**config.mk**
```make
export PLATFORM = sky130hd
export DESIGN_NAME = hash_bucket_table
export DESIGN_NICKNAME = d
export VERILOG_FILES = /design/src/sv/hbt_pkg.sv /design/src/sv/hbt_hash.sv /design/src/sv/hbt_store.sv /design/src/sv/hash_bucket_table.sv
export SDC_FILE = /design/constraint.sdc
export NUM_CORES = 2
export LEC_CHECK = 0
export BUFFER_PORTS_ARGS = -buffer_cell sky130_fd_sc_hd__buf_2
export CORE_ASPECT_RATIO = 1.4
export CORE_MARGIN = 2
export CORE_UTILIZATION = 57
export CTS_CLUSTER_SIZE = 16
export DETAILED_ROUTE_END_ITERATION = 10
export HOLD_SLACK_MARGIN = 0.08
export PLACE_DENSITY = 0.75
export SLEW_MARGIN = 20
export SYNTH_ARGS = -nofsm -noshare
export SYNTH_HDL_FRONTEND = slang
export SYNTH_SLANG_ARGS = --single-unit
export TNS_END_PERCENT = 30
```
**constraint.sdc**
```tcl
create_clock -name clk -period 5.9 [get_ports clk]
set_clock_uncertainty 0.2 [all_clocks]
set_input_delay 1.18 -clock clk [delete_from_list [all_inputs] [get_ports clk]]
set_output_delay 1.18 -clock clk [all_outputs]
set_load 0.1 [all_outputs]
```
**src/sv/hbt_pkg.sv**
```systemverilog
package hbt_pkg;

	localparam int BUCKETS_DEF      = 10;
	localparam int BUCKET_DEPTH_DEF = 4;

	localparam int KEY_W = 31;
	localparam int BKT_W = 4;
	localparam int IDX_W = 2;
	localparam int CNT_W = 3;

	typedef logic [1:0] status_t;

	localparam status_t ST_STORED = 2'd0;
	localparam status_t ST_FULL   = 2'd1;
	localparam status_t ST_ENTRY  = 2'd2;
	localparam status_t ST_EMPTY  = 2'd3;

	localparam logic ACT_INSERT = 1'b0;
	localparam logic ACT_DUMP   = 1'b1;

	// One access to the key store: bucket row and slot within the row.
	typedef struct packed {
		logic             en;
		logic [BKT_W-1:0] bkt;
		logic [IDX_W-1:0] idx;
	} mem_acc_t;

endpackage

```
**src/sv/hbt_hash.sv**
```systemverilog
module hbt_hash #(
	parameter int BUCKETS = hbt_pkg::BUCKETS_DEF
) (
	input  logic                      clk,
	input  logic                      arst_n,
	input  logic                      in_v,
	input  logic [hbt_pkg::KEY_W-1:0] key,
	output logic                      v_s2,
	output logic [hbt_pkg::KEY_W-1:0] key_s2,
	output logic [hbt_pkg::BKT_W-1:0] bkt_s2,
	output logic                      pending
);

	// residue weights of each nibble position: 16^n mod BUCKETS
	logic [3:0]                wt   [8];
	logic [3:0]                nib  [8];
	logic [7:0]                prod [8];
	logic [hbt_pkg::BKT_W-1:0] rtab [256];
	logic [31:0]               key_ext;
	logic [10:0]               sum_c;
	logic [8:0]                f2;
	logic [7:0]                f3;
	logic                      v_s1;
	logic [hbt_pkg::KEY_W-1:0] key_s1;
	logic [10:0]               sum_s1;

	assign key_ext = {1'b0, key};

	for (genvar g = 0; g < 8; g++) begin : g_nib
		localparam int WI = (1 << (4 * g)) % BUCKETS;
		assign wt[g]   = 4'(WI);
		assign nib[g]  = key_ext[4*g +: 4];
		assign prod[g] = {4'd0, nib[g]} * {4'd0, wt[g]};
	end

	for (genvar g = 0; g < 256; g++) begin : g_rtab
		localparam int RI = g % BUCKETS;
		assign rtab[g] = hbt_pkg::BKT_W'(RI);
	end

	always_comb begin
		sum_c = '0;
		for (int k = 0; k < 8; k++) begin
			sum_c = sum_c + 11'(prod[k]);
		end
	end

	// fold the 11-bit residue sum twice down to 8 bits, then look up the remainder
	assign f2 = 9'(sum_s1[3:0]) * 9'(wt[0]) + 9'(sum_s1[7:4]) * 9'(wt[1])
		+ 9'(sum_s1[10:8]) * 9'(wt[2]);
	assign f3 = 8'(f2[3:0]) * 8'(wt[0]) + 8'(f2[7:4]) * 8'(wt[1])
		+ 8'(f2[8]) * 8'(wt[2]);

	always_ff @(posedge clk or negedge arst_n) begin
		if (!arst_n) begin
			v_s1 <= 1'b0;
			v_s2 <= 1'b0;
		end else begin
			v_s1 <= in_v;
			v_s2 <= v_s1;
		end
	end

	always_ff @(posedge clk) begin
		key_s1 <= key;
		sum_s1 <= sum_c;
		key_s2 <= key_s1;
		bkt_s2 <= rtab[f3];
	end

	assign pending = v_s1 | v_s2;

endmodule

```
**src/sv/hbt_store.sv**
```systemverilog
module hbt_store #(
	parameter int BUCKETS = hbt_pkg::BUCKETS_DEF
) (
	input  logic                      clk,
	input  logic                      arst_n,
	input  hbt_pkg::mem_acc_t         wr,
	input  logic [hbt_pkg::KEY_W-1:0] wdata,
	input  hbt_pkg::mem_acc_t         rd,
	output logic [hbt_pkg::KEY_W-1:0] rdata_s1,
	input  logic [hbt_pkg::BKT_W-1:0] fidx,
	output logic [hbt_pkg::CNT_W-1:0] fill
);

	localparam int BIW  = $clog2(BUCKETS);
	localparam int AW   = BIW + hbt_pkg::IDX_W;
	localparam int ROWS = BUCKETS << hbt_pkg::IDX_W;

	logic [hbt_pkg::KEY_W-1:0] mem    [ROWS];
	logic [hbt_pkg::CNT_W-1:0] fill_q [BUCKETS];
	logic [AW-1:0]             waddr;
	logic [AW-1:0]             raddr;

	assign waddr = {wr.bkt[BIW-1:0], wr.idx};
	assign raddr = {rd.bkt[BIW-1:0], rd.idx};
	assign fill  = fill_q[fidx[BIW-1:0]];

	always_ff @(posedge clk) begin
		if (wr.en) begin
			mem[waddr] <= wdata;
		end
		if (rd.en) begin
			rdata_s1 <= mem[raddr];
		end
	end

	// advance the count of the row just written
	always_ff @(posedge clk or negedge arst_n) begin
		if (!arst_n) begin
			for (int i = 0; i < BUCKETS; i++) begin
				fill_q[i] <= '0;
			end
		end else begin
			for (int i = 0; i < BUCKETS; i++) begin
				if (wr.en && wr.bkt[BIW-1:0] == BIW'(i)) begin
					fill_q[i] <= fill_q[i] + 1'b1;
				end
			end
		end
	end

endmodule

```
**src/sv/hash_bucket_table.sv**
```systemverilog
// Channel  | Handshake               | Word
// ---------+-------------------------+---------------------------------
// command  | start && !busy          | action, key
// result   | valid (one cycle)       | status, value, bucket, last
//
// Inserts may follow each other every cycle while busy is low; each result passes
// the hash stages and is then registered onto the result port. A dump holds busy
// while it runs: drain the inserts still in the hash stages, one count test per
// bucket plus one read per stored key, then close. Reset clears the fill counts
// and the control and result registers, but not the key store.
// The receiver cannot stall; a result is valid for exactly one cycle.
module hash_bucket_table #(
	parameter int BUCKETS      = hbt_pkg::BUCKETS_DEF,
	parameter int BUCKET_DEPTH = hbt_pkg::BUCKET_DEPTH_DEF
) (
	input  logic                      clk,
	input  logic                      arst_n,
	input  logic                      start,
	output logic                      busy,
	input  logic                      action,
	input  logic [hbt_pkg::KEY_W-1:0] key,
	output logic                      valid,
	output hbt_pkg::status_t          status,
	output logic [hbt_pkg::KEY_W-1:0] value,
	output logic [hbt_pkg::BKT_W-1:0] bucket,
	output logic                      last
);

	typedef enum logic [1:0] {
		S_IDLE,
		S_DRAIN,
		S_SCAN,
		S_FINISH
	} state_t;

	state_t                    state_q;
	logic                      accept;
	logic                      h_v;
	logic [hbt_pkg::KEY_W-1:0] h_key;
	logic [hbt_pkg::BKT_W-1:0] h_bkt;
	logic                      h_pending;
	hbt_pkg::mem_acc_t         wr;
	hbt_pkg::mem_acc_t         rd;
	logic [hbt_pkg::KEY_W-1:0] rdata_s1;
	logic [hbt_pkg::BKT_W-1:0] fidx;
	logic [hbt_pkg::CNT_W-1:0] fill;
	logic                      full;
	logic                      hit;
	logic [hbt_pkg::BKT_W-1:0] scan_b_q;
	logic [hbt_pkg::CNT_W-1:0] scan_i_q;
	logic                      rd_s1;
	logic [hbt_pkg::BKT_W-1:0] rd_b_s1;
	logic                      pend_v_q;
	logic [hbt_pkg::KEY_W-1:0] pend_val_q;
	logic [hbt_pkg::BKT_W-1:0] pend_b_q;

	assign busy   = (state_q != S_IDLE);
	assign accept = start & ~busy;

	// bucket = key mod BUCKETS, two stages
	hbt_hash #(
		.BUCKETS (BUCKETS)
	) u_hash (
		.clk     (clk),
		.arst_n  (arst_n),
		.in_v    (accept && action == hbt_pkg::ACT_INSERT),
		.key     (key),
		.v_s2    (h_v),
		.key_s2  (h_key),
		.bkt_s2  (h_bkt),
		.pending (h_pending)
	);

	// key rows plus per-bucket fill counts
	hbt_store #(
		.BUCKETS (BUCKETS)
	) u_store (
		.clk      (clk),
		.arst_n   (arst_n),
		.wr       (wr),
		.wdata    (h_key),
		.rd       (rd),
		.rdata_s1 (rdata_s1),
		.fidx     (fidx),
		.fill     (fill)
	);

	// The count port serves the insert stage, or the scan while dumping.
	// Inserts never sit in the hash stages during a scan, so the two never meet.
	always_comb begin
		fidx = (state_q == S_SCAN) ? scan_b_q : h_bkt;
		full = (fill >= hbt_pkg::CNT_W'(BUCKET_DEPTH));
		hit  = (state_q == S_SCAN) && (scan_i_q < fill);
		wr   = '{en: h_v & ~full, bkt: h_bkt, idx: fill[hbt_pkg::IDX_W-1:0]};
		rd   = '{en: hit, bkt: scan_b_q, idx: scan_i_q[hbt_pkg::IDX_W-1:0]};
	end

	// Dumped keys are held one word back in pend_*, so the final one can be
	// marked last once the scan has run out of rows.
	always_ff @(posedge clk or negedge arst_n) begin
		if (!arst_n) begin
			state_q    <= S_IDLE;
			scan_b_q   <= '0;
			scan_i_q   <= '0;
			rd_s1      <= 1'b0;
			rd_b_s1    <= '0;
			pend_v_q   <= 1'b0;
			pend_val_q <= '0;
			pend_b_q   <= '0;
			valid      <= 1'b0;
			status     <= hbt_pkg::ST_STORED;
			value      <= '0;
			bucket     <= '0;
			last       <= 1'b0;
		end else begin
			valid   <= 1'b0;
			rd_s1   <= rd.en;
			rd_b_s1 <= scan_b_q;

			priority if (h_v) begin
				// insert result: stored, or dropped on a full row
				valid  <= 1'b1;
				status <= full ? hbt_pkg::ST_FULL : hbt_pkg::ST_STORED;
				value  <= h_key;
				bucket <= h_bkt;
				last   <= 1'b1;
			end else if (rd_s1) begin
				// new key from the store: release the held one, hold the new one
				if (pend_v_q) begin
					valid  <= 1'b1;
					status <= hbt_pkg::ST_ENTRY;
					value  <= pend_val_q;
					bucket <= pend_b_q;
					last   <= 1'b0;
				end
				pend_v_q   <= 1'b1;
				pend_val_q <= rdata_s1;
				pend_b_q   <= rd_b_s1;
			end else if (state_q == S_FINISH) begin
				// close the dump: last held key, or the empty marker
				valid  <= 1'b1;
				last   <= 1'b1;
				if (pend_v_q) begin
					status <= hbt_pkg::ST_ENTRY;
					value  <= pend_val_q;
					bucket <= pend_b_q;
				end else begin
					status <= hbt_pkg::ST_EMPTY;
					value  <= '0;
					bucket <= '0;
				end
				pend_v_q <= 1'b0;
			end else begin
				// nothing to send: hold the result registers
			end

			unique case (state_q)
				S_IDLE: begin
					if (accept && action == hbt_pkg::ACT_DUMP) begin
						state_q  <= S_DRAIN;
						scan_b_q <= '0;
						scan_i_q <= '0;
					end
				end
				S_DRAIN: begin
					// let earlier inserts update their counts first
					if (!h_pending) begin
						state_q <= S_SCAN;
					end
				end
				S_SCAN: begin
					if (hit) begin
						scan_i_q <= scan_i_q + 1'b1;
					end else if (scan_b_q == hbt_pkg::BKT_W'(BUCKETS - 1)) begin
						state_q <= S_FINISH;
					end else begin
						scan_b_q <= scan_b_q + 1'b1;
						scan_i_q <= '0;
					end
				end
				S_FINISH: begin
					if (!rd_s1) begin
						state_q <= S_IDLE;
					end
				end
			endcase
		end
	end

endmodule

```
==> metrics.md <==
| Metric | Value |
|---|---|
| Tightest Pin Transition | `between 1000 and 1500 ps` |
| Yosys reg bits | `between 1000 and 1500` |
| Root Buffer Master | `sky130_fd_sc_hd__clkbuf_16` |
| Leading cell types in the layout, fill and taps excluded | `sky130_fd_sc_hd__edfxtp_1, sky130_fd_sc_hd__mux4_2, sky130_fd_sc_hd__clkbuf_16` |
| Maximum fanout along the worst path | `6` |
| Violated checks | `design-rule violations` |
| Storage element area | `between 40000 and 50000 um^2` |
| DRC Markers | `16` |
| Critical Setup Path Class | `reg2reg` |
| # Max-Cap Violations | `0` |
| Fill cells | `approximately 6600` |
| Core ar. | `about 100000 um^2` |
| Gr ovfl total | `0` |
| Number of buffers added by the clock tree synthesis step | `between 100 and 150` |
| # setup viols final | `0` |
| Worst min-delay path category | `reg2reg` |
| Number of DRC markers after the initial detailed-route iteration | `between 3000 and 4000` |
| Overall global routing resource usage | `0.268` |
| Result of the run | `finished, violations left` |
| Antenna violations before repair | `3` |
| Area of the mapped netlist | `around 60000 um^2` |
| Final worst path period need | `between 5000 and 6000 ps` |
| Worst Hold Path Cells | `0` |
| Clock latency on the worst-skew pair | `760 ps` |
| Arrival time at the worst endpoint | `between 6000 and 7000 ps` |
| Clock sinks | `roughly 1500` |
| TritonCTS clock tree | `done` |
| Slew HR | `0.257` |
| Sum of routed wire segments on met1 | `49.2 mm` |
| Final standard cell utilization of the core | `0.647` |
| Via count of the first global-routing pass | `31100` |
| Placed instance area | `~62000 um^2` |
| Port bufs | `74` |
| Peak Freq | `between 150 and 200 MHz` |
| Half-perimeter wire length after detailed placement | `roughly 78 mm` |
| Number of warnings printed during yosys synthesis | `0` |
| Initial Util | `0.574` |
| Global-route wire length before repair | `204 mm` |
| Final cell count without fillers | `4586` |
| Area of the multi-input gates | `approximately 15000 um^2` |
| Worst setup startpoint | `u_hash.sum_s1[8]$_DFF_P_` |
| Source of the worst register-to-register timing path | `u_hash.sum_s1[8]$_DFF_P_` |
| Via Count | `between 20000 and 30000` |
| Signed area change from the synthesized netlist to the final layout | `12.7%` |
| Mapped Avg Cell Area | `~20 um^2` |
| Largest net degree at the start of global routing | `82` |
| Post-Route WL | `138 mm` |
| EDFF count, synth | `roughly 1300` |
| Buffer levels on the longest clock path | `3` |
| Cts hold-fix bufs | `0` |
| Worst path top cell family by delay | `adder cells` |
| Count of boundary I/O pins | `75` |
| Depth of the critical timing path with buffers and inverters included | `25` |
| Placed instance count | `approximately 4300` |
| Sequential share of the synthesized area | `0.725` |
| Delay of the slowest cell on the worst path | `540 ps` |
| Top routing layer used | `met4` |
| Met2 routed WL | `around 74 mm` |
| Die extent in y | `~380 um` |
| Start point of the worst hold path | `u_hash.key_s1[15]$_DFF_P_` |
| Startpoint types | `flop` |
| Final-stage net count | `3305` |
| Routed wire length on met3 | `roughly 11 mm` |
| Buffers plus inverters on the worst setup path | `7` |
| Cell type of the slowest stage on the worst timing path | `sky130_fd_sc_hd__fa_1` |
| Commonest non-fill, non-tap cell in the layout | `sky130_fd_sc_hd__edfxtp_1` |
| Tcrit/Tclk final | `0.978` |
| Async set-reset flop share out of synthesis | `0.0825` |
| Gp weighted congestion | `between 0.8 and 0.9` |
| Die width | `276 um` |
| Capturing element type of the critical path | `flop` |
| Syn Inst Count | `2932` |
| Count of standard-cell rows | `139` |
| Vias/cell | `about 6.5` |
| Antenna-violating nets left | `0` |
| First-pass detailed-route iteration total | `9` |
| Commonest register cell after synthesis | `sky130_fd_sc_hd__edfxtp_1` |
| Ratio of cells with drive above 1 in the final layout | `0.281` |
| Post-synth net total | `slightly above 3000` |
| H-tree Lvls | `4` |
| Max-slew violation count | `0` |
| Full die area | `106000 um^2` |
| Clock-pin slew of the registers on the worst-case setup and hold paths | `roughly 60 ps` |
| Hold Violations, Final | `0` |
| Area of all placed cells without fillers | `66400 um^2` |
| Critical path required time | `6320 ps` |
| Reg2Reg Depth | `25` |
| Number of distinct standard cells referenced by the synthesized netlist | `76` |
| Wire length per cell after detailed routing | `30.2 um` |
[worst paths after layout]
check | slack [ps] | endpoint
min in group asynchronous | 260 | value[19]$_DFFE_PN0P_
hold reg to reg | 130 | u_hash.key_s2[15]$_DFF_P_
max in group asynchronous | 4170 | scan_b_q[0]$_DFFE_PN0P_
setup / recovery | 130 | u_hash.bkt_s2[1]$_DFF_P_
setup reg to reg | 130 | u_hash.bkt_s2[1]$_DFF_P_
hold / removal | 130 | u_hash.key_s2[15]$_DFF_P_
[through the flow]
stage	hold slack, ps	TNS [ps]	worst slack [ps]
after detailed placement	112	-869	-302
after global routing	134	-229	-98.4
after CTS	124	0	77.4
after global placement	111	-678	-233
final	126	0	128
after floorplan	110	0	26.9
[area by class of cell]
class                      count  area share
multi-input combinational   1197       0.233
timing repair buffer         206      0.0265
tap                         1339      0.0252
clock inverter                64     0.00825
antenna                        2   0.0000754
inverter                     123     0.00699
clock buffer                 188      0.0570
sequential                  1467       0.643
[what timing repair did]
action,4_1_cts,5_1_grt
endpoints found under the setup margin,3,3
cloned,0,1
gates resized for setup,2,28
pin swaps,0,12
setup buffers,0,9
[routing by layer]
metal / vias up / track usage
li1: 12200 / -
met3: 285 / 0.0525
met4: 0 / 0.0964
met2: 1526 / 0.464
met5: - / 0
met1: 15700 / 0.337
[registers in the layout, indices dropped and copies added (netlist names), 11 cells and up]
name / cells
u_hash.sum_s1: 11
value: 31
u_store.fill_q: 30
pend_val_q: 31
u_store.mem: 1240
u_hash.key_s1: 30
u_hash.key_s2: 30
u_store.rdata_s1: 31
[synth_stat cells, types with 7 or more instances]
| master | n | share of area |
|---|---|---|
| sky130_fd_sc_hd__mux4_2 | 373 | 0.14 |
| sky130_fd_sc_hd__nor3_1 | 7 | 0.00059 |
| sky130_fd_sc_hd__edfxtp_1 | 1271 | 0.65 |
| sky130_fd_sc_hd__dfrtp_1 | 121 | 0.051 |
| sky130_fd_sc_hd__mux2i_1 | 17 | 0.0029 |
| sky130_fd_sc_hd__a31oi_1 | 31 | 0.0033 |
| sky130_fd_sc_hd__nor2_1 | 73 | 0.0047 |
| sky130_fd_sc_hd__fa_1 | 43 | 0.015 |
| sky130_fd_sc_hd__xnor2_1 | 28 | 0.0042 |
| sky130_fd_sc_hd__nand2b_1 | 16 | 0.0017 |
| sky130_fd_sc_hd__nand2_1 | 106 | 0.0068 |
| sky130_fd_sc_hd__a21oi_1 | 40 | 0.0034 |
| sky130_fd_sc_hd__buf_2 | 34 | 0.0029 |
| sky130_fd_sc_hd__nor2_2 | 8 | 0.00085 |
| sky130_fd_sc_hd__and2_1 | 40 | 0.0042 |
| sky130_fd_sc_hd__a222oi_1 | 33 | 0.0056 |
| sky130_fd_sc_hd__clkbuf_1 | 73 | 0.0047 |
| sky130_fd_sc_hd__dfxtp_1 | 75 | 0.025 |
| sky130_fd_sc_hd__mux2_2 | 48 | 0.0092 |
| sky130_fd_sc_hd__buf_1 | 21 | 0.0013 |
| sky130_fd_sc_hd__inv_1 | 121 | 0.0077 |
| sky130_fd_sc_hd__nor2b_1 | 10 | 0.0011 |
| sky130_fd_sc_hd__ha_1 | 96 | 0.020 |
| sky130_fd_sc_hd__nand3_1 | 22 | 0.0019 |
| sky130_fd_sc_hd__xor2_1 | 25 | 0.0037 |
| sky130_fd_sc_hd__o21ai_0 | 23 | 0.0020 |
| sky130_fd_sc_hd__o211ai_1 | 9 | 0.0011 |
| sky130_fd_sc_hd__a21o_1 | 21 | 0.0027 |
| sky130_fd_sc_hd__a211oi_1 | 37 | 0.0047 |
| sky130_fd_sc_hd__buf_6 | 12 | 0.0023 |
[kinds of logic after synthesis]
group | Yosys count | synth area share
AND/OR/NAND/NOR | 318 | 0.0262
AO/OA/AOI/OAI | 245 | 0.0307
buffers and inverters | 268 | 0.0196
adder cells (fa/ha/maj) | 139 | 0.0350
XOR/XNOR | 54 | 0.00816
flip-flops | 1467 | 0.725
multiplexers | 441 | 0.155
Power is not shown: default switching activity piles up to over one toggle a cycle in this logic, so the estimate is an artifact.
